## config.mk

```make
export PLATFORM = sky130hd
export DESIGN_NAME = bmmd_ram
export DESIGN_NICKNAME = d
export VERILOG_FILES = /design/src/design/banked_memory_map_decoder_unit_assert.svh /design/src/design/bmmd_ram.sv
export SDC_FILE = /design/constraint.sdc
export NUM_CORES = 1
export LEC_CHECK = 0
export ABC_AREA = 1
export BUFFER_PORTS_ARGS = -buffer_cell sky130_fd_sc_hd__buf_2
export CORE_AREA = 2 2 357 359
export CTS_BUF_LIST = sky130_fd_sc_hd__clkbuf_4 sky130_fd_sc_hd__clkbuf_8
export DETAILED_ROUTE_END_ITERATION = 8
export DIE_AREA = 0 0 359 361
export PLACE_DENSITY = 0.49
export SETUP_SLACK_MARGIN = 0.05
export SYNTH_ARGS = -nofsm -noshare
export SYNTH_HDL_FRONTEND = slang
export SYNTH_SLANG_ARGS = --single-unit
export TNS_END_PERCENT = 10
```

## constraint.sdc

```tcl
create_clock -name clock -period 3 [get_ports clock]
set_input_delay 0.75 -clock clock [delete_from_list [all_inputs] [get_ports clock]]
set_output_delay 0.75 -clock clock [all_outputs]
set_load 0.005 [all_outputs]
```

## src/design/banked_memory_map_decoder_unit_assert.svh

```systemverilog
// assertion macros for the memory map decoder
`ifndef BANKED_MEMORY_MAP_DECODER_UNIT_ASSERT_SVH
`define BANKED_MEMORY_MAP_DECODER_UNIT_ASSERT_SVH

`ifndef SYNTH
`define BMMD_ASSERT_SAME(lbl, clk, rst, ante, cons) \
   lbl: assert property (@(posedge clk) disable iff (rst) (ante) |-> (cons)) \
      else $error("bmmd check failed");
`define BMMD_ASSERT_NEXT(lbl, clk, rst, ante, cons) \
   lbl: assert property (@(posedge clk) disable iff (rst) (ante) |=> (cons)) \
      else $error("bmmd check failed");
`else
`define BMMD_ASSERT_SAME(lbl, clk, rst, ante, cons)
`define BMMD_ASSERT_NEXT(lbl, clk, rst, ante, cons)
`endif

`endif

```

## src/design/bmmd_ram.sv

```systemverilog
module bmmd_ram #(
   parameter int WIDTH = 8,
   parameter int DEPTH = 128
) (
   input  logic                     clock,
   input  logic                     en,
   input  logic                     we,
   input  logic [$clog2(DEPTH)-1:0] addr,
   input  logic [WIDTH-1:0]         wdata,
   output logic [WIDTH-1:0]         rdata
);

   logic [WIDTH-1:0] mem_ff [DEPTH];
   logic [WIDTH-1:0] rdata_ff;

   always_ff @(posedge clock) begin
      if (en) begin
         if (we) begin
            mem_ff[addr] <= wdata;
         end else begin
            rdata_ff <= mem_ff[addr];
         end
      end
   end

   assign rdata = rdata_ff;

endmodule

```

---- Word level (Yosys, flattened, before mapping) ----
Memory sizes are Yosys's and may differ from the RTL's. A register that Yosys moved wholly into a read port is not among the register bits.
Index checks and enable logic that the tools add are counted.
operators by class
  $add $sub $neg .......................... 0
  div/mod/pow operators ................... 0
  reductions and logical operators ........ 1
  eq/ne operators ......................... 0
  shift-type cells ........................ 0
  magnitude comparators ................... 0
  multipliers ............................. 0
  muxes and demuxes ....................... 3
  bitwise logic cells ..................... 1
operators with widths
  cell              number
  $mux 1            3
  $reduce_and 2->1  1
  $not 1->1         1
storage, ports and cells
  output and inout bits ................... 8
  logic and storage cells ................. 6
  memories ................................ 1
  flip-flop bits (word level) ............. 0
  bits of input ports ..................... 18
  memory bits (read-only) ................. 0
  bits in latches ......................... 0
  RAM bits ................................ 1,024
memory list
  name    words  width  rd ports  clocked after memory_dff  write ports  RTL line        RTL
  mem_ff  128    8      1         1                         1            bmmd_ram.sv:13  logic [WIDTH-1:0] mem_ff [DEPTH];

---- Longest topological paths before layout ----
  depth after elaboration ................. 3
  mapped depth ............................ 17
  gate-level depth less buffers ........... 13

---- Least setup slack after synthesis ----
Ideal clock, no wire load.
  path type ............................... in2reg
  start ................................... input addr[1]
  end ..................................... memory mem_ff[92][0], enable pin
  data arrival time ....................... 2,198 ps
  stages .................................. 6
  path buffers ............................ 3
  slack ................................... 432 ps
  path through ............................ buf_2 -> clkbuf_1 -> nor2_2 -> nand3_1 -> clkbuf_1 -> nor2_1
RTL lines
  element             RTL line        RTL
  start: declaration  bmmd_ram.sv:8   input logic [$clog2(DEPTH)-1:0] addr,
  end: declaration    bmmd_ram.sv:13
No word-level cell before the write port.

---- Final worst setup path ----
  start ................................... register rdata_ff[5], in the netlist rdata[5], read port of mem_ff
  end ..................................... output rdata[5]
RTL lines
  element             RTL line        RTL
  start: declaration  bmmd_ram.sv:14  logic [WIDTH-1:0] rdata_ff;
  end: declaration    bmmd_ram.sv:10  output logic [WIDTH-1:0] rdata
No word-level cell between the ends.

==> summary.md <==
| Metric | Value |
|---|---|
| Clock Skew | 0.0370 ns |
| Final instance area | 51100 sq um |
| CP Class | reg2out |
| Wire length on met3 | 6.47 mm |
| Drt wl/cell | 19.5 um |
| Cell Area, Synth | 43900 sq um |
| Finished Layout Cells | 6438 |
| Setup slack after layout | 0.662 ns |
| Max-slew violations | 0 |
| Detailed placement HPWL | 76.4 mm |
| Area Growth Syn to Fin | 16.5% |
| Total negative slack | 0 ns |
| Synthesized net count | 4411 |
| Yosys top cell by area | edfxtp_1 |
| CP Cell Sequence | buf_2 |
| CTS H-tree depth | 4 |
| Clock Latency Late Sink | 0.87 ns |
| Core Area | 125000 sq um |
| Top Layer Used | met5 |
| PostCTS Resize Cnt | 0 |
| Slowest cell on crit path | edfxtp_1 |
| CP delay by family, top | flip-flops |
| Final Setup Violations | 0 |
| Postcts setup bufs | 0 |
| Seq/Total Area, Yosys | 0.707 |
| First-pass GRT wire length | 188 mm |
| CP peak stage delay | 0.52 ns |
| Num rows | 130 |
| Crit path required time | 2.25 ns |
| Post-synthesis average cell area | 9.98 sq um |
| Vias in the first global route | 29400 |
| Hold Vio Cnt, Final | 0 |
| CTS buffer count | 172 |
| Startpoint types | flop |
| CP bufs+invs | 1 |
| RSZ-0062 raised after global routing | false |
| RePlAce Congestion | 0.825 |
| Layout Nets | 4667 |
| Ys Warns | 0 |
| Residual DRC count | 0 |
| IO Port Bufs | 25 |
| CTS max path bufs | 3 |
| Commonest cells after routing, fill and taps aside | nand2_1 (2775), edfxtp_1 (1032), nor2_1 (235), buf_4 (231), clkbuf_8 (179) |
| Clk sinks | 1032 |
| Hold slack | 0.150 ns |
| Clock-pin slew on the worst setup and hold paths | 0.06 ns |
| Top cells by area, synth | edfxtp_1 (71%), nand2_1 (24%), nor2_1 (2.0%) |
| Initial antenna violation count | 2 |
| Iteration-0 DRC Markers | 2096 |
| Die Width | 359 um |
| Footprint of the multi-input gates | 11700 sq um |
| Starting Density | 0.350 |
| Via density | 4.66 |
| Worst Max-Slew Pin Slew | 1.05 ns |
| Reg area | 31000 sq um |
| Drt pass-1 iters | 5 |
| Routed wire length | 125 mm |
| Worst Hold Class | in2reg |
| DRT met1 WL | 58.6 mm |
| Final Critical Period | 2.34 ns |
| Post-Place Worst Slack | 0.0941 ns |
| DP Cell Count | 6125 |
| CTS tree | yes |
| #FFs+latches synth | 1032 |
| Largest net degree at the start of global routing | 126 |
| Post-DP Area | 47800 sq um |
| Worst setup EP type | primary output |
| DIE AREA | 130000 sq um |
| Relative slew slack | 0.295 |
| Most common cell after layout, fill and taps aside | nand2_1 |
| Hold-fix buffers at CTS | 0 |
| Fillers | 12300 |
| Fmax | 428 MHz |
| MaxCap Viol Count | 0 |
| GRT Util Overall | 0.193 |
| Layout cells sized above 1 | 0.123 |
| PwrDens | 586 nW/um^2 |
| Clk root buf | clkbuf_8 |
| CP Data Arrival Time | 1.59 ns |
| Die Y | 361 um |
| Boundary pin count | 26 |
| DRT antenna net count | 0 |
| Post-Synthesis Cells | 4393 |
| Leak | 21.4 nW |
| Outcome | finished clean |
| Post-route clock period utilization | 0.779 |
| Library cells used by synthesis | 20 |
| GRT overflow | 0 |
| Metal2 WL | 57.5 mm |
| Routed via count | 30000 |
| Peak supply drop | 454 uV |
| Post-synth top area share | 0.707 |
| Crit-path max FO | 1 |
==> where the power goes <==
group | internal (mW) | switching [mW] | leakage, nW | total, mW
Clock | 6.33 | 5.65 | 1.72 | 12.0
Sequential | 15.9 | 0.0176 | 9.28 | 15.9
Combinational | 0.552 | 1.49 | 10.4 | 2.05
==> final cells by class <==
cell class / instances / area share
clock inverters: 68 / 0.00646
flip-flops and latches: 1032 / 0.606
multi-input cells: 3076 / 0.229
inverters: 67 / 0.00526
clock buffers: 240 / 0.0570
repair buffers: 300 / 0.0554
diodes: 5 / 0.000245
well taps: 1650 / 0.0404
==> metrics by stage <==
step	util	power [mW]
6_report	0.408	29.9
5_1_grt	0.407	31.1
4_1_cts	0.407	30.3
3_5_place_dp	0.382	18.3
3_3_place_gp	0.382	18.3
2_1_floorplan	-	17.3
==> worst reg2reg max path, cell delays in order, from the launching register on <==
cell and delay [ns]:
edfxtp_1 0.36, nand2_1 0.07, nand2_1 0.07, nand2_1 0.06, nand2_1 0.04, nand2_1 0.06, nand2_1 0.12, nand2_1 0.24
nand2_1 0.10, nor2_1 0.26, nor2_1 0.09, nor2_1 0.12, nand2_1 0.06
==> cells in the mapped netlist <==
cell type / number
nor2_2: 1
nor2_1: 237
a21oi_1: 6
buf_6: 2
nand3_1: 33
buf_4: 4
nand4_1: 1
or2_2: 10
clkbuf_1: 98
o21ai_0: 5
inv_2: 2
nand2_1: 2775
nor3_1: 4
clkinv_1: 1
edfxtp_1: 1032
or2_1: 2
buf_2: 92
inv_1: 64
buf_1: 22
o211ai_1: 2
==> routing by layer <==
metal | GRT usage | vias to the layer above
met4 | 0.0574 | 2
li1 | - | 14700
met3 | 0.0299 | 180
met1 | 0.274 | 14400
met5 | 0 | -
met2 | 0.307 | 759
==> cells by family after synthesis <==
kind of cell,count (synthesis),share of synthesized area
buffers and inverters,285,0.0277
AND/OR/NAND/NOR,3063,0.264
AO/OA/AOI/OAI,13,0.00160
flip-flops,1032,0.707
==> flip-flops by register name, summed over array words and instances (netlist names) <==
signal / count
rdata: 8
mem_ff: 1024
==> worst paths after layout <==
| path | startpoint | endpoint | cells past startpoint | slack, ns |
|---|---|---|---|---|
| max | rdata[5] | rdata[5] | 1 | 0.66 |
| min | wdata[0] | mem_ff[117][0] | 1 | 0.15 |
| max reg2reg | mem_ff[28][4] | rdata[4] | 12 | 1.10 |
| min reg2reg | mem_ff[47][6] | rdata[6] | 8 | 0.88 |
(Power assumes the default switching activity.)
