[src/design/banked_memory_map_decoder_unit_assert.svh]
// assertion macros for the memory map decoder
`ifndef BANKED_MEMORY_MAP_DECODER_UNIT_ASSERT_SVH
`define BANKED_MEMORY_MAP_DECODER_UNIT_ASSERT_SVH

`ifndef SYNTH
`define BMMD_ASSERT_SAME(lbl, clk, rst, ante, cons) \
   lbl: assert property (@(posedge clk) disable iff (rst) (ante) |-> (cons)) \
      else $error("bmmd check failed");
`define BMMD_ASSERT_NEXT(lbl, clk, rst, ante, cons) \
   lbl: assert property (@(posedge clk) disable iff (rst) (ante) |=> (cons)) \
      else $error("bmmd check failed");
`else
`define BMMD_ASSERT_SAME(lbl, clk, rst, ante, cons)
`define BMMD_ASSERT_NEXT(lbl, clk, rst, ante, cons)
`endif

`endif

[src/design/bmmd_pkg.sv]
package bmmd_pkg;

   localparam int BANK_BYTES     = 4096;
   localparam int BANK_COUNT_DEF = 8;
   localparam int OFFSET_BITS    = $clog2(BANK_BYTES);
   localparam int HRAM_DEPTH     = 127;
   localparam int HRAM_BITS      = 7;

   localparam logic [15:0] ADDR_CART_END   = 16'h7fff;
   localparam logic [15:0] ADDR_XRAM_BEGIN = 16'ha000;
   localparam logic [15:0] ADDR_XRAM_END   = 16'hbfff;
   localparam logic [15:0] ADDR_WRAM_BEGIN = 16'hc000;
   localparam logic [15:0] ADDR_ECHO_END   = 16'hfdff;
   localparam logic [15:0] ADDR_JOYPAD     = 16'hff00;
   localparam logic [15:0] ADDR_SERIAL_LO  = 16'hff01;
   localparam logic [15:0] ADDR_SERIAL_HI  = 16'hff02;
   localparam logic [15:0] ADDR_TIMER_LO   = 16'hff04;
   localparam logic [15:0] ADDR_TIMER_HI   = 16'hff07;
   localparam logic [15:0] ADDR_IRQ_FLAGS  = 16'hff0f;
   localparam logic [15:0] ADDR_SPEED      = 16'hff4d;
   localparam logic [15:0] ADDR_HDMA_LO    = 16'hff51;
   localparam logic [15:0] ADDR_HDMA_HI    = 16'hff55;
   localparam logic [15:0] ADDR_BANK       = 16'hff70;
   localparam logic [15:0] ADDR_HRAM_BEGIN = 16'hff80;
   localparam logic [15:0] ADDR_IRQ_ENABLE = 16'hffff;

   typedef enum logic [1:0] {
      MODE_READ   = 2'd0,
      MODE_WRITE  = 2'd1,
      MODE_SWITCH = 2'd2
   } mode_type;

   typedef enum logic [2:0] {
      ROUTE_LOCAL  = 3'd0,
      ROUTE_CART   = 3'd1,
      ROUTE_JOYPAD = 3'd2,
      ROUTE_SERIAL = 3'd3,
      ROUTE_TIMER  = 3'd4,
      ROUTE_HDMA   = 3'd5
   } route_type;

   typedef enum logic [1:0] {
      SRC_ZERO = 2'd0,
      SRC_REG  = 2'd1,
      SRC_WRAM = 2'd2,
      SRC_HRAM = 2'd3
   } src_type;

   typedef struct packed {
      route_type route;
      logic      wram;
      logic      wram_fixed;
      logic      hram;
      logic      irq_flags;
      logic      irq_enables;
      logic      speed;
      logic      bank;
   } decode_type;

   typedef struct packed {
      logic [2:0] bank;
      logic       armed;
      logic       speed;
   } status_type;

   // bank select reduced below the bank count
   function automatic logic [2:0] bank_mod(input logic [2:0] bank, input logic [3:0] count);
      logic [3:0] b;
      b = {1'b0, bank};
      for (int i = 0; i < 4; i++) begin
         if (b >= count) begin
            b = b - count;
         end
      end
      return b[2:0];
   endfunction

endpackage

[src/design/bmmd_regs.sv]
module bmmd_regs (
   input  logic                  clock,
   input  logic                  reset,
   input  logic                  advance,
   input  logic [1:0]            mode,
   input  bmmd_pkg::decode_type  dec,
   input  logic [7:0]            write_data,
   output bmmd_pkg::status_type  status,
   output logic [7:0]            reg_rdata,
   output logic                  speed_next
);

   logic [2:0] bank_ff, bank_in;
   logic [7:0] flags_ff, flags_in;
   logic [7:0] enables_ff, enables_in;
   logic       speed_ff, speed_in;
   logic       armed_ff, armed_in;
   logic       write_en;
   logic       switch_en;

   assign write_en  = advance && mode == bmmd_pkg::MODE_WRITE &&
                      dec.route == bmmd_pkg::ROUTE_LOCAL;
   assign switch_en = advance && mode == bmmd_pkg::MODE_SWITCH;

   always_comb begin
      bank_in    = bank_ff;
      flags_in   = flags_ff;
      enables_in = enables_ff;
      speed_in   = speed_ff;
      armed_in   = armed_ff;
      if (write_en) begin
         if (dec.irq_flags) begin
            flags_in = write_data;
         end
         if (dec.irq_enables) begin
            enables_in = write_data;
         end
         if (dec.speed) begin
            armed_in = write_data[0];
         end
         if (dec.bank) begin
            bank_in = (write_data[2:0] == 3'd0) ? 3'd1 : write_data[2:0];
         end
      end
      if (switch_en) begin
         speed_in = speed_ff ^ armed_ff;
         armed_in = 1'b0;
      end
   end

   always_comb begin
      reg_rdata = 8'd0;
      if (dec.irq_flags) begin
         reg_rdata = flags_ff;
      end else if (dec.irq_enables) begin
         reg_rdata = enables_ff;
      end else if (dec.speed) begin
         reg_rdata = {speed_ff, 6'd0, armed_ff};
      end else if (dec.bank) begin
         reg_rdata = {5'd0, bank_ff};
      end
   end

   always_ff @(posedge clock) begin
      if (reset) begin
         bank_ff    <= 3'd1;
         flags_ff   <= 8'd0;
         enables_ff <= 8'd0;
         speed_ff   <= 1'b0;
         armed_ff   <= 1'b0;
      end else begin
         bank_ff    <= bank_in;
         flags_ff   <= flags_in;
         enables_ff <= enables_in;
         speed_ff   <= speed_in;
         armed_ff   <= armed_in;
      end
   end

   assign status.bank  = bank_ff;
   assign status.armed = armed_ff;
   assign status.speed = speed_ff;
   assign speed_next   = speed_in;

endmodule

[config.mk]
export PLATFORM = sky130hd
export DESIGN_NAME = bmmd_regs
export DESIGN_NICKNAME = d
export VERILOG_FILES = /design/src/design/banked_memory_map_decoder_unit_assert.svh /design/src/design/bmmd_pkg.sv /design/src/design/bmmd_regs.sv
export SDC_FILE = /design/constraint.sdc
export NUM_CORES = 1
export LEC_CHECK = 0
export BUFFER_PORTS_ARGS = -buffer_cell sky130_fd_sc_hd__buf_2
export CAP_MARGIN = 20
export CELL_PAD_IN_SITES_DETAIL_PLACEMENT = 2
export CELL_PAD_IN_SITES_GLOBAL_PLACEMENT = 2
export CORE_MARGIN = 2
export CORE_UTILIZATION = 30
export DETAILED_ROUTE_END_ITERATION = 10
export GPL_TIMING_DRIVEN = 0
export HOLD_SLACK_MARGIN = 0.15
export MAX_ROUTING_LAYER = met4
export PLACE_DENSITY_LB_ADDON = 0.08
export SLEW_MARGIN = 10
export SYNTH_ARGS = -nofsm -noshare
export SYNTH_HDL_FRONTEND = slang
export SYNTH_SLANG_ARGS = --single-unit
[constraint.sdc]
create_clock -name clock -period 2.3 [get_ports clock]
set_input_delay 0.46 -clock clock [delete_from_list [all_inputs] [get_ports clock]]
set_output_delay 0.46 -clock clock [all_outputs]
set_load 0.05 [all_outputs]
-- Word level (Yosys, flattened, before mapping)
Cells that the tools add are included.
- logic and storage cells: 24
- RAM bits: 0
- input port bits: 23
- memories: 0
- output and inout bits: 14
- register bits after elaboration: 21
- ROM bits: 0
- latch bits: 0
- bitwise gates (word level): 1
- divide/modulo/power cells: 0
- multiply operators: 0
- shift operators: 0
- reduce and logical (&&, ||, !) cells: 10
- order comparisons: 0
- muxes and demuxes: 6
- add/subtract/negate cells: 0
- equal/unequal tests: 2
- operators by type and width (operator ; count):
    8-bit two-way mux ; 3
    2-bit AND reduction ; 4
    3-bit zero test ; 2
    3-bit two-way mux ; 2
    1-bit logical AND ; 3
    2-bit by 1-bit == test with 1-bit output (second input constant) ; 1
    2-bit == test (second input constant) ; 1
    2-bit OR reduction ; 1
    1-bit two-way mux ; 1
    1-bit XOR ; 1

-- Logic depth before layout (Yosys ltp)
- depth in word-level cells: 4
- gate-level depth with buffers: 4
- gate-level depth less buffers: 3

-- Worst setup path before layout
Ideal clock, no wire load.
- path kind: register to output
- start point: register bank_ff[1]
- end point: output reg_rdata[1]
- arrival: 2.024 ns
- buffers on the path: 0
- path slack: -0.184 ns
- cell stages (with the launch flop): 4
- data required time: 1.840 ns
- cells stage by stage: dfxtp_1 > nor4bb_1 > a21oi_1 > o21ai_0
- word-level cells in the longest chain between the ends: 4
- RTL lines (item ; RTL line ; RTL):
    start, declared ; bmmd_regs.sv:13 ; logic [2:0] bank_ff, bank_in;
    start signal, assigned ; bmmd_regs.sv:72 ; bank_ff <= bank_in;
    3-bit two-way mux ; bmmd_regs.sv:59 ; end else if (dec.bank) begin
    8-bit two-way mux ; bmmd_regs.sv:57 ; end else if (dec.speed) begin
    8-bit two-way mux ; bmmd_regs.sv:55 ; end else if (dec.irq_enables) begin
    8-bit two-way mux ; bmmd_regs.sv:53 ; if (dec.irq_flags) begin
    end, declared ; bmmd_regs.sv:9 ; output logic [7:0] reg_rdata,
Every way passes these cells.

-- Final worst setup path
- start point: input dec[3] (netlist name)
- end point: output reg_rdata[1]
- word-level cells in the longest chain between the ends: 1
- RTL lines (item ; RTL line ; RTL):
    start, declared ; bmmd_regs.sv:6 ; input bmmd_pkg::decode_type dec,
    8-bit two-way mux ; bmmd_regs.sv:53 ;
Every way passes these cells.

==> metrics.md <==
| Metric | Value |
|---|---|
| Setup Skew | `0.00001102 ns` |
| Arr. time, crit path | `between 1.5 and 2 ns` |
| Clk buf depth | `2` |
| RR Startpoint | `armed_ff$_SDFFE_PP0P_` |
| Diodes inserted | `0` |
| CTS H-tree lvls | `1` |
| Final WL | `around 3.1 mm` |
| Grt ovf | `0` |
| Final setup TNS | `0 ns` |
| Status | `complete, no violations` |
| CP Class | `in -> out` |
| Internal Power | `0.0004603 W` |
| Setup Fix Bufs, Post-CTS | `0` |
| Die Height | `around 64 um` |
| Synthesized cell area | `between 1000 and 1500 um2` |
| Multi-input gate area | `616.8 um2` |
| EDFF count, synth | `0` |
| Drt drc | `0` |
| Port buffer count | `32` |
| Sequential fraction of the synthesis area | `between 30 and 40%` |
| Fillers | `390` |
| MaxCap Viol Count | `0` |
| Number of global-route vias before repair | `1102` |
| Root Driver | `clkbuf_4` |
| Yosys cell types | `27` |
| Seq cells post-synth | `21` |
| Global placement routability congestion | `0.6752` |
| Wire per inst | `around 15 um` |
| Worst IR Drop VDD | `approximately 240 uV` |
| ANT nets after route | `0` |
| Most frequent cells in the layout | `33 x buf_2, 26 x nand2b_1, 21 x dfxtp_1` |
| Syn Nets | `around 140` |
| RSZ-0062 raised after global routing | `no` |
| P_sw | `0.0001661 W` |
| Core area | `~3400 um2` |
| Crit start category | `input pin` |
| GRT Total Usage | `between 10% and 20%` |
| Sequential Area | `about 420 um2` |
| Worst Tran Pin Value | `about 0.48 ns` |
| I/O pins | `37` |
| Required @ worst endpoint | `between 1.5 and 2 ns` |
| Tcrit/Tclk final | `87.27%` |
| CTS tree | `yes` |
| Crit. End Element | `primary output` |
| Final Max Tran Viols | `0` |
| Power Density | `approximately 470 nW/um2` |
| Sw frac | `26.52%` |
| Final Power | `0.0006264 W` |
| Worst-skew pair later-pin latency | `0.31 ns` |
| # hold bufs at CTS | `0` |
| First-pass GRT wire length | `slightly above 5 mm` |
| Initial core utilization | `32.05%` |
| CP max FO | `10` |
| Cells after Synth | `approximately 120` |
| Flop2flop setup slack | `around 1.4 ns` |
| Ys Warns | `0` |
| Critical Path Start | `dec[3]` |
| Leakage | `a little over 0.6 nW` |
| Worst r2r dst | `speed_ff$_SDFF_PP0_` |
| Final Hold Vio Count | `0` |
| Post_cts resized | `0` |
| Largest net degree at the start of global routing | `13` |
| # clock sinks | `21` |
| Fin crit period | `around 2.0 ns` |
| Area of the die | `just over 4000 um2` |
| Final net count | `between 150 and 200` |
| Async SR Flop Fraction | `0%` |
| Ratio of cells with drive above 1 in the final layout | `between 20% and 30%` |
| Worst R2R Path Depth | `3` |
| Vias | `between 900 and 1000` |
| Ranking of synthesized cells by area | `dfxtp_1 38%, mux2i_1 17%, nand2b_1 15%` |
| Avg Cell Area, Syn | `just over 9 um2` |
| Crit path capture | `reg_rdata[1]` |
| Layout area overhead | `22.40%` |
| HPWL after detailed placement | `between 2 and 2.5 mm` |
| CTS buffer count | `3` |
| Initial DRC count | `7` |
| Antenna violations before repair | `0` |
| Worst-path clk slew | `between 0.1 and 0.15 ns` |
| Slew HR | `~70%` |
| First-pass DRT Iterations | `3` |
| Synth top area share | `38.40%` |
| Row count | `21` |
| Die Wd | `about 64 um` |
| Synth Flop Type | `dfxtp_1` |
| Synth area leader | `dfxtp_1` |
| Endpoints failing setup | `0` |
| Via-to-Cell Ratio | `about 4.8` |
| Sequential Power Share | `approximately three fifths` |
| Max Freq | `about 500 MHz` |
| Clock share of power | `29.7%` |
| Most common cell after layout, fill and taps aside | `buf_2` |
| Worst min-delay path class | `in -> reg` |
| Comb power frac | `a little under an eighth` |
==> power groups by stage <==
stage / clock network [W] / logic, W / registers (W)
6_report: 0.000186 / 0.0000746 / 0.000366
5_1_grt: 0.000209 / 0.0000819 / 0.000366
4_1_cts: 0.000196 / 0.0000757 / 0.000366
3_5_place_dp: 0 / 0.0000754 / 0.000374
3_3_place_gp: 0 / 0.0000736 / 0.000374
2_1_floorplan: 0 / 0.0000385 / 0.000374
==> cells by family (layout without fill, tap and decap cells) <==
family,count (synthesis),count (layout),share of synthesized area (%)
multiplexers,19,19,17.37
buffers and inverters,11,47,5.256
AO/OA/AOI/OAI,17,17,8.571
AND/OR/NAND/NOR,52,52,29.60
XOR/XNOR,1,1,0.8001
flip-flops,21,21,38.40
==> worst min-delay path by stage <==
stage,from,end,slack [ns],cells past startpoint
2_1_floorplan,flags_ff[6]$_SDFFE_PP0P_,flags_ff[6]$_SDFFE_PP0P_,0.45,2
3_5_place_dp,flags_ff[4]$_SDFFE_PP0P_,flags_ff[4]$_SDFFE_PP0P_,0.47,2
4_1_cts,write_data[6],enables_ff[6]$_SDFFE_PP0P_,0.42,3
5_1_grt,write_data[6],enables_ff[6]$_SDFFE_PP0P_,0.44,3
3_3_place_gp,flags_ff[5]$_SDFFE_PP0P_,flags_ff[5]$_SDFFE_PP0P_,0.46,2
6_report,write_data[6],enables_ff[6]$_SDFFE_PP0P_,0.42,3
==> registers in the layout, summed over array words and instances, names as in the netlist <==
name / flops
enables_ff: 8
speed_ff: 1
bank_ff: 3
armed_ff: 1
flags_ff: 8
==> per-stage QoR <==
stage	worst slack [ns]	utilization (%)	cells	cell area, um2	hold WS, ns
after floorplan	0.02885	-	121	1095	0.4489
final	0.2928	39.23	203	1340	0.4233
after CTS	0.2900	39.23	203	1340	0.4169
after global placement	0.3399	38.42	199	1313	0.4585
after global routing	0.1763	39.23	203	1340	0.4381
after detailed placement	0.3024	38.42	199	1313	0.4740
==> worst max-delay path, cell delays in order <==
cell and delay [ns]:
buf_2 0.16, clkbuf_1 0.41, nand2_1 0.13, o21ai_1 0.11
buf_2 0.28
==> synth_stat cells, types with 2 or more instances <==
cell type / number
buf_4: 2
a31oi_1: 2
o21ai_0: 8
nand2_1: 12
nand2b_1: 26
a21oi_1: 5
nor2_1: 2
dfxtp_1: 21
mux2i_1: 19
inv_1: 3
nor4bb_1: 2
clkbuf_1: 4
==> cell type report <==
class	count	share of cell area, %
Clock inverter	1	0.3735
Inverter	3	0.8403
Clock buffer	3	1.681
Timing Repair Buffer	32	11.95
Tap cell	46	4.295
Sequential cell	21	31.37
Multi-Input combinational cell	89	46.03
Buffer	8	3.455
==> routing by layer <==
metal	GRT usage, %	share of wire (%)	vias up
met5	-	0	-
met3	3.125	3.1	4
met4	6.383	1.6	0
met1	18.33	44	474
met2	30.99	51	17
li1	-	-	486
Power figures use the tool's default switching activity.
