$ cat config.mk
export PLATFORM = sky130hd
export DESIGN_NAME = bmmd_decode
export DESIGN_NICKNAME = d
export VERILOG_FILES = /design/src/design/banked_memory_map_decoder_unit_assert.svh /design/src/design/bmmd_pkg.sv /design/src/design/bmmd_decode.sv
export SDC_FILE = /design/constraint.sdc
export NUM_CORES = 1
export LEC_CHECK = 0
export ABC_AREA = 0
export BUFFER_PORTS_ARGS = -buffer_cell sky130_fd_sc_hd__buf_2
export CORE_AREA = 2 2 39 41
export DETAILED_ROUTE_END_ITERATION = 6
export DIE_AREA = 0 0 41 43
export REMOVE_ABC_BUFFERS = 1
export SYNTH_ARGS = -nofsm -noshare
export SYNTH_HDL_FRONTEND = slang
export SYNTH_SLANG_ARGS = --single-unit
$ cat constraint.sdc
create_clock -name vclk -period 2.2
set_input_delay 0 -clock vclk [all_inputs]
set_output_delay 0 -clock vclk [all_outputs]
set_load 0.1 [all_outputs]
$ cat src/design/banked_memory_map_decoder_unit_assert.svh
// assertion macros for the memory map decoder
`ifndef BANKED_MEMORY_MAP_DECODER_UNIT_ASSERT_SVH
`define BANKED_MEMORY_MAP_DECODER_UNIT_ASSERT_SVH

`ifndef SYNTH
`define BMMD_ASSERT_SAME(lbl, clk, rst, ante, cons) \
   lbl: assert property (@(posedge clk) disable iff (rst) (ante) |-> (cons)) \
      else $error("bmmd check failed");
`define BMMD_ASSERT_NEXT(lbl, clk, rst, ante, cons) \
   lbl: assert property (@(posedge clk) disable iff (rst) (ante) |=> (cons)) \
      else $error("bmmd check failed");
`else
`define BMMD_ASSERT_SAME(lbl, clk, rst, ante, cons)
`define BMMD_ASSERT_NEXT(lbl, clk, rst, ante, cons)
`endif

`endif

$ cat src/design/bmmd_pkg.sv
package bmmd_pkg;

   localparam int BANK_BYTES     = 4096;
   localparam int BANK_COUNT_DEF = 8;
   localparam int OFFSET_BITS    = $clog2(BANK_BYTES);
   localparam int HRAM_DEPTH     = 127;
   localparam int HRAM_BITS      = 7;

   localparam logic [15:0] ADDR_CART_END   = 16'h7fff;
   localparam logic [15:0] ADDR_XRAM_BEGIN = 16'ha000;
   localparam logic [15:0] ADDR_XRAM_END   = 16'hbfff;
   localparam logic [15:0] ADDR_WRAM_BEGIN = 16'hc000;
   localparam logic [15:0] ADDR_ECHO_END   = 16'hfdff;
   localparam logic [15:0] ADDR_JOYPAD     = 16'hff00;
   localparam logic [15:0] ADDR_SERIAL_LO  = 16'hff01;
   localparam logic [15:0] ADDR_SERIAL_HI  = 16'hff02;
   localparam logic [15:0] ADDR_TIMER_LO   = 16'hff04;
   localparam logic [15:0] ADDR_TIMER_HI   = 16'hff07;
   localparam logic [15:0] ADDR_IRQ_FLAGS  = 16'hff0f;
   localparam logic [15:0] ADDR_SPEED      = 16'hff4d;
   localparam logic [15:0] ADDR_HDMA_LO    = 16'hff51;
   localparam logic [15:0] ADDR_HDMA_HI    = 16'hff55;
   localparam logic [15:0] ADDR_BANK       = 16'hff70;
   localparam logic [15:0] ADDR_HRAM_BEGIN = 16'hff80;
   localparam logic [15:0] ADDR_IRQ_ENABLE = 16'hffff;

   typedef enum logic [1:0] {
      MODE_READ   = 2'd0,
      MODE_WRITE  = 2'd1,
      MODE_SWITCH = 2'd2
   } mode_type;

   typedef enum logic [2:0] {
      ROUTE_LOCAL  = 3'd0,
      ROUTE_CART   = 3'd1,
      ROUTE_JOYPAD = 3'd2,
      ROUTE_SERIAL = 3'd3,
      ROUTE_TIMER  = 3'd4,
      ROUTE_HDMA   = 3'd5
   } route_type;

   typedef enum logic [1:0] {
      SRC_ZERO = 2'd0,
      SRC_REG  = 2'd1,
      SRC_WRAM = 2'd2,
      SRC_HRAM = 2'd3
   } src_type;

   typedef struct packed {
      route_type route;
      logic      wram;
      logic      wram_fixed;
      logic      hram;
      logic      irq_flags;
      logic      irq_enables;
      logic      speed;
      logic      bank;
   } decode_type;

   typedef struct packed {
      logic [2:0] bank;
      logic       armed;
      logic       speed;
   } status_type;

   // bank select reduced below the bank count
   function automatic logic [2:0] bank_mod(input logic [2:0] bank, input logic [3:0] count);
      logic [3:0] b;
      b = {1'b0, bank};
      for (int i = 0; i < 4; i++) begin
         if (b >= count) begin
            b = b - count;
         end
      end
      return b[2:0];
   endfunction

endpackage

$ cat src/design/bmmd_decode.sv
module bmmd_decode (
   input  logic [15:0]         address,
   output bmmd_pkg::decode_type dec
);

   always_comb begin
      dec = '0;
      dec.route = bmmd_pkg::ROUTE_LOCAL;
      if (address <= bmmd_pkg::ADDR_CART_END ||
          (address >= bmmd_pkg::ADDR_XRAM_BEGIN && address <= bmmd_pkg::ADDR_XRAM_END)) begin
         dec.route = bmmd_pkg::ROUTE_CART;
      end else if (address == bmmd_pkg::ADDR_JOYPAD) begin
         dec.route = bmmd_pkg::ROUTE_JOYPAD;
      end else if (address == bmmd_pkg::ADDR_SERIAL_LO || address == bmmd_pkg::ADDR_SERIAL_HI) begin
         dec.route = bmmd_pkg::ROUTE_SERIAL;
      end else if (address >= bmmd_pkg::ADDR_TIMER_LO && address <= bmmd_pkg::ADDR_TIMER_HI) begin
         dec.route = bmmd_pkg::ROUTE_TIMER;
      end else if (address >= bmmd_pkg::ADDR_HDMA_LO && address <= bmmd_pkg::ADDR_HDMA_HI) begin
         dec.route = bmmd_pkg::ROUTE_HDMA;
      end

      // bank 0 in c000-cfff and its echo e000-efff
      dec.wram        = address >= bmmd_pkg::ADDR_WRAM_BEGIN && address <= bmmd_pkg::ADDR_ECHO_END;
      dec.wram_fixed  = !address[12];
      dec.hram        = address >= bmmd_pkg::ADDR_HRAM_BEGIN &&
                        address != bmmd_pkg::ADDR_IRQ_ENABLE;
      dec.irq_flags   = address == bmmd_pkg::ADDR_IRQ_FLAGS;
      dec.irq_enables = address == bmmd_pkg::ADDR_IRQ_ENABLE;
      dec.speed       = address == bmmd_pkg::ADDR_SPEED;
      dec.bank        = address == bmmd_pkg::ADDR_BANK;
   end

endmodule

## After elaboration in Yosys (flattened, before gate mapping)

Cells that the tools add are included.

| word-level totals | value |
|---|---|
| bits of input ports | 16 |
| bits in registers | 0 |

| cells by class | value |
|---|---|
| reduce and logical (&&, ||, !) cells | 8 |
| muxes and demuxes | 5 |
| equality and inequality tests | 8 |
| magnitude comparators | 10 |

Operators with widths:

| operator | count |
|---|---|
| 16-bit equality test (second input constant) | 7 |
| 16-bit >= comparator (second input constant) | 5 |
| 16-bit less-or-equal comparator (second input constant) | 4 |
| 16-bit by 15-bit less-or-equal comparator with 1-bit output (second input constant) | 1 |
| 16-bit inequality test (second input constant) | 1 |
| 3-bit 2-to-1 mux | 5 |
| 1-bit logical AND | 5 |
| 1-bit logical OR | 2 |
| 1-bit logical NOT | 1 |

## Longest topological paths before layout

Gate-level depths: netlist of run 1.

| logic depth | value |
|---|---|
| word-level depth | 7 |
| mapped depth | 4 |

## Worst setup path after synthesis of run 1

OpenSTA, ideal clock, no wires.

| timing path | value |
|---|---|
| kind | input -> output |
| start point | in address[15] |
| end point | out dec[7] (netlist bit) |
| slack | -0.623 ns |
| arrival time | 2.823 ns |
| stages | 4 |
| buffers on the path | 0 |
| cell sequence | nand4_1 > nor2_2 > nand3_1 > o311ai_1 |

RTL lines:

| item | RTL line | RTL |
|---|---|---|
| from (decl) | bmmd_decode.sv:2 | `input logic [15:0] address,` |
| to (decl) | bmmd_decode.sv:3 | `output bmmd_pkg::decode_type dec` |

==> metrics.yaml, run 1 <==
status: "finished clean"
vias_per_cell: 4.67
crit_arrival_ns: 1.44
p_per_area_nw_per_um2: 179
gp_congestion: 0.781
seq_cell_count: 0
path_class: "in -> out"
drt-initial-drc-count: 8
worstPathMaxFanout: 5
syn_inst: 33
seqPwrFrac_pct: 0
grt_pass1_vias: 329
yosysUniqueCellTypes: 19
power_uw: 64.1
fin_cells: 75
crit_path_cell_trace: "buf_2 > or2_1 > or4_4 > nor4_2 > buf_2"
path_common_cell: "buf_2"
p_leak_nw: 0.169
cts.repair.resized: 0
synth_top_area_cell: "nand4_1"
clkPwrFrac_pct: 0
p_int_uw: 19.8
finalHoldViolCount: 0
layout-drive-gt1-share_pct: 50.8
post_cts_buffers: 0
slew_viol_final: 0
rsz0062_at_grt: "no"
placed_cells: 75
fmax_ghz: 0.696
fin_area_um2: 358
detail-route-antenna-nets: 0
ios: 26
ctsHoldBuffers: 0
clockBufferCount: 0
placed_cell_area_um2: 358
synth_top_cell_area_share_pct: 12.0
syn-cell-area_um2: 208
num_rows: 14
synth_common_cells: "nor2_1 (6), nand4_1 (4), nand2_1 (3), nand3_1 (3)"
grt_max_degree: 7
switching_power_uw: 44.3
worst_slew_pin_slew_ns: 0.487
initial_utilization_pct: 15.0
hp-class: "in -> out"
die_area_um2: 1760
synthTopCellsByArea: "nand4_1 (12%), nor2_1 (11%), nand3_1 (7.2%), a211oi_1 (7.2%), nand4_2 (6.0%)"
wirelength_um: 825
grt_pass1_wl_um: 1210
cp_data_required_time_ns: 2.20
synth_seq_area_share_pct: 0
period_needed_ns: 1.44
setup_violations: 0
final_nets: 77
start_kind: "primary input"
slew_headroom_pct: 67.7
critPathSlowestCell: "buf_2"
io_buffers: 26
ir_drop_mv: 0.0570
yosys_warnings: 0
worst-path-buf-inv: 2
die-width_um: 41
die_h_um: 43
syn2layout_area_growth_pct: 72.3
p_sw_share_pct: 69.1
seq_area_um2: 0
grt_overflow: 0
synth_most_common_cell: "nor2_1"
antenna_found_initial: 0
slowest_delay_ns: 0.46
drv_cap: 0
drc: 0
vias: 350
coreArea_um2: 1380
power_frac_comb_pct: 100.0
grt.total_usage_pct: 9.29
multi_input_area_um2: 200
post_drt_wl_per_cell_um: 11.0
final.fill_count: 168
worst_setup_path_end_kind: "primary output"
num_antenna_cells: 0
crit_family: "simple AND/OR/NAND/NOR gates"
synth_area_per_cell_um2: 6.29
dr.pass1.iters: 4
post-route-period-util_pct: 65.3
==> final timing paths <==
check	endpoint	slack (ns)	depth (start not counted)	start
hold / removal	dec[5]	0.42	3	address[12]
setup / recovery	dec[0]	0.76	5	address[2]
==> metrics by stage <==
step           TNS, ns  hold WS (ns)  setup slack (ns)  util [%]
3_3_place_gp         0         0.419             0.771      25.9
6_report             0         0.419             0.764      25.9
2_1_floorplan    -1.57         0.294            -0.623         -
4_1_cts              0         0.424             0.747      25.9
5_1_grt              0         0.446             0.675      25.9
3_5_place_dp         0         0.424             0.744      25.9
==> final cells by class <==
type               count  share of cell area [%]
inverters              2                    2.10
multi-input cells     31                    55.9
well taps             16                    5.59
repair buffers        26                    36.4
==> tightest hold or removal path, cell delays in order <==
cell	delay (ns)
buf_2	0.09
inv_1	0.05
buf_2	0.28
==> routing by layer <==
metal | GRT usage, % | vias up | wire length [um]
li1 | - | 181 | -
met1 | 11.1 | 149 | 324
met2 | 17.2 | 18 | 396
met3 | 0 | 2 | 84
met4 | 2.00 | 0 | 20
met5 | 0 | - | 0
==> placed cells by master, fill, tap and decap left out, types with 2 or more instances in the layout <==
cell / synthesis / final
a211oi_1: 2 / 2
buf_2: 0 / 26
inv_1: 2 / 2
nand2_1: 3 / 3
nand3_1: 3 / 3
nand4_1: 4 / 4
nor2_1: 6 / 6
==> power groups by stage <==
stage	clock [mW]	combinational, mW	sequential (mW)
floorplan	0	0.0375	0
global placement	0	0.0635	0
detailed placement	0	0.0643	0
CTS	0	0.0644	0
global route	0	0.0691	0
finish	0	0.0641	0
==> logic make-up after synthesis <==
| family | Yosys count | share of synthesized area, % |
|---|---|---|
| and+or+nand+nor | 24 | 69.9 |
| AOI/OAI and AO/OA | 6 | 22.3 |
| buffers and inverters | 2 | 3.62 |
| xor gates and xnor gates | 1 | 4.22 |
No activity file was read; power rests on OpenSTA's default activity.
==> inputs of run 2 (changes only) <==
==> constraint.sdc (replaced) <==
create_clock -name vclk -period 1.2
set_input_delay 0 -clock vclk [all_inputs]
set_output_delay 0 -clock vclk [all_outputs]
set_load 0.1 [all_outputs]
==> run 2 against run 1 <==
  * The run now ends with setup timing left
  * Design area rose by 77%
  * Worst setup slack got worse by 0.86 ns
  * Critical path type unchanged
  * Total power rose to 2.6 times the previous value
  * Via count rose by 12%
  * Hold slack got worse by 0.026 ns
  * Highest routed layer is now met3
  * Sequential share of layout area did not move
==> metrics.yaml, run 2 (synthesized netlist as in run 1, its figures left out) <==
post-route-period-util_pct: 108
drc: 0  # unchanged
final_common_cell: "buf_2"  # unchanged
die-width_um: 41  # unchanged
grt.total_usage_pct: 10.9  # was 9.29%
drt-initial-drc-count: 3  # was 8
status: "complete, but fails checks"  # was finished clean
layout-drive-gt1-share_pct: 62.0  # was 50.8%
num_rows: 14  # unchanged
finalHoldViolCount: 0  # unchanged
path_class: "in -> out"  # unchanged
p_per_area_nw_per_um2: 263  # was 179 nW/um^2
rsz0062_at_grt: "yes"  # was no
worstPathMaxFanout: 2  # was 5
seq_cell_count: 0  # unchanged
worst_setup_path_end_kind: "primary output"  # unchanged
period_needed_ns: 1.30
wirelength_um: 933  # was 825 um
grt_pass1_wl_um: 1430  # was 1210 um
post_cts_buffers: 0  # unchanged
grt_pass1_vias: 354  # was 329
coreArea_um2: 1380  # unchanged
initial_utilization_pct: 15.0  # unchanged
placed_cell_area_um2: 553  # was 358 um^2
place_hpwl_um: 781
cp_data_required_time_ns: 1.20  # was 2.20 ns
fin_ws_ns: -0.0988  # was 0.764 ns
power_uw: 166  # was 64.1 uW
io_buffers: 26  # unchanged
crit_arrival_ns: 1.30  # was 1.44 ns
clockBufferCount: 0  # unchanged
violations: "setup timing"
vias: 393  # was 350
die_h_um: 43  # unchanged
p_leak_nw: 0.275  # was 0.169 nW
crit_end: "dec[7]"  # was dec[0]
slew_viol_final: 0  # unchanged
cp-startpoint: "address[2]"  # unchanged
vias_per_cell: 4.52  # was 4.67
fin_area_um2: 632  # was 358 um^2
grt_overflow: 0  # unchanged
slew_headroom_pct: 67.9  # was 67.7%
ir_drop_mv: 0.144  # was 0.0570 mV
syn2layout_area_growth_pct: 204  # was 72.3%
post_drt_wl_per_cell_um: 10.7  # was 11.0 um
drv_cap: 0  # unchanged
hp-class: "in -> out"  # unchanged
die_area_um2: 1760  # unchanged
antenna_found_initial: 0  # unchanged
fmax_ghz: 0.770
ios: 26  # unchanged
gp_congestion: 0.824  # was 0.781
start_kind: "primary input"  # unchanged
seq_area_um2: 0  # unchanged
dr.pass1.iters: 4  # unchanged
worst_slew_pin_slew_ns: 0.484  # was 0.487 ns
final_nets: 89  # was 77
setup_violations: 1  # was 0
final_cell_mix: "buf_2 (12), buf_4 (11), buf_6 (8)"  # was buf_2 (26), nor2_1 (6), nand4_1 (4)
grt_max_degree: 6  # was 7
num_antenna_cells: 0  # unchanged
detail-route-antenna-nets: 0  # unchanged
run 2: how the worst min path moves through the flow:
stage,from,to,slack [ns],cells past startpoint
final,address[12],dec[5],0.39,3
after global routing,address[12],dec[5],0.41,3
after CTS,address[12],dec[5],0.42,3
after detailed placement,address[12],dec[5],0.42,3
after global placement,address[12],dec[5],0.42,3
after floorplan,address[1],dec[0],0.29,2
run 2: per-layer routing:
| metal | GRT usage (%) | up-vias | share of wire [%] |
|---|---|---|---|
| li1 | - | 204 | - |
| met1 | 14.6 | 175 | 37 |
| met2 | 19.4 | 14 | 55 |
| met3 | 0.524 | 0 | 7.8 |
| met4 | 0 | 0 | 0 |
| met5 | 0 | - | 0 |
run 2: where the power goes:
group          internal, mW  total [mW]  switching [mW]
Clock                     0           0               0
Combinational        0.0744       0.166          0.0919
Sequential                0           0               0
Total                0.0744       0.166          0.0919
run 2: through the flow:
stage	TNS [ns]	std cells	worst slack (ns)	hold slack [ns]	utilization, %
after CTS	-0.245	87	-0.103	0.416	40.8
after global placement	-0.327	87	-0.127	0.418	40.0
after floorplan	-7.92	33	-1.62	0.294	-
after global routing	-0.226	87	-0.143	0.415	45.7
after detailed placement	-0.346	87	-0.105	0.416	40.0
final	-0.0988	87	-0.0988	0.393	45.7
run 2: layout make-up:
cell class	count	area [um^2]
fillers	142	752
multi-input cells	31	231
well taps	16	20.0
inverters	2	7.51
repair buffers	38	373
run 2: critical path, stage by stage:
cell and delay [ns]:
buf_6 0.09, or2_1 0.23, or4_4 0.46, nand4_2 0.12, o311ai_1 0.09, buf_4 0.16, buf_12 0.15
run 2: timing repair:
action                                  CTS  global route
pin swaps                                 1             3
hold buffers                              0             0
endpoints found under the setup margin    4             4
resized for setup                         3            11
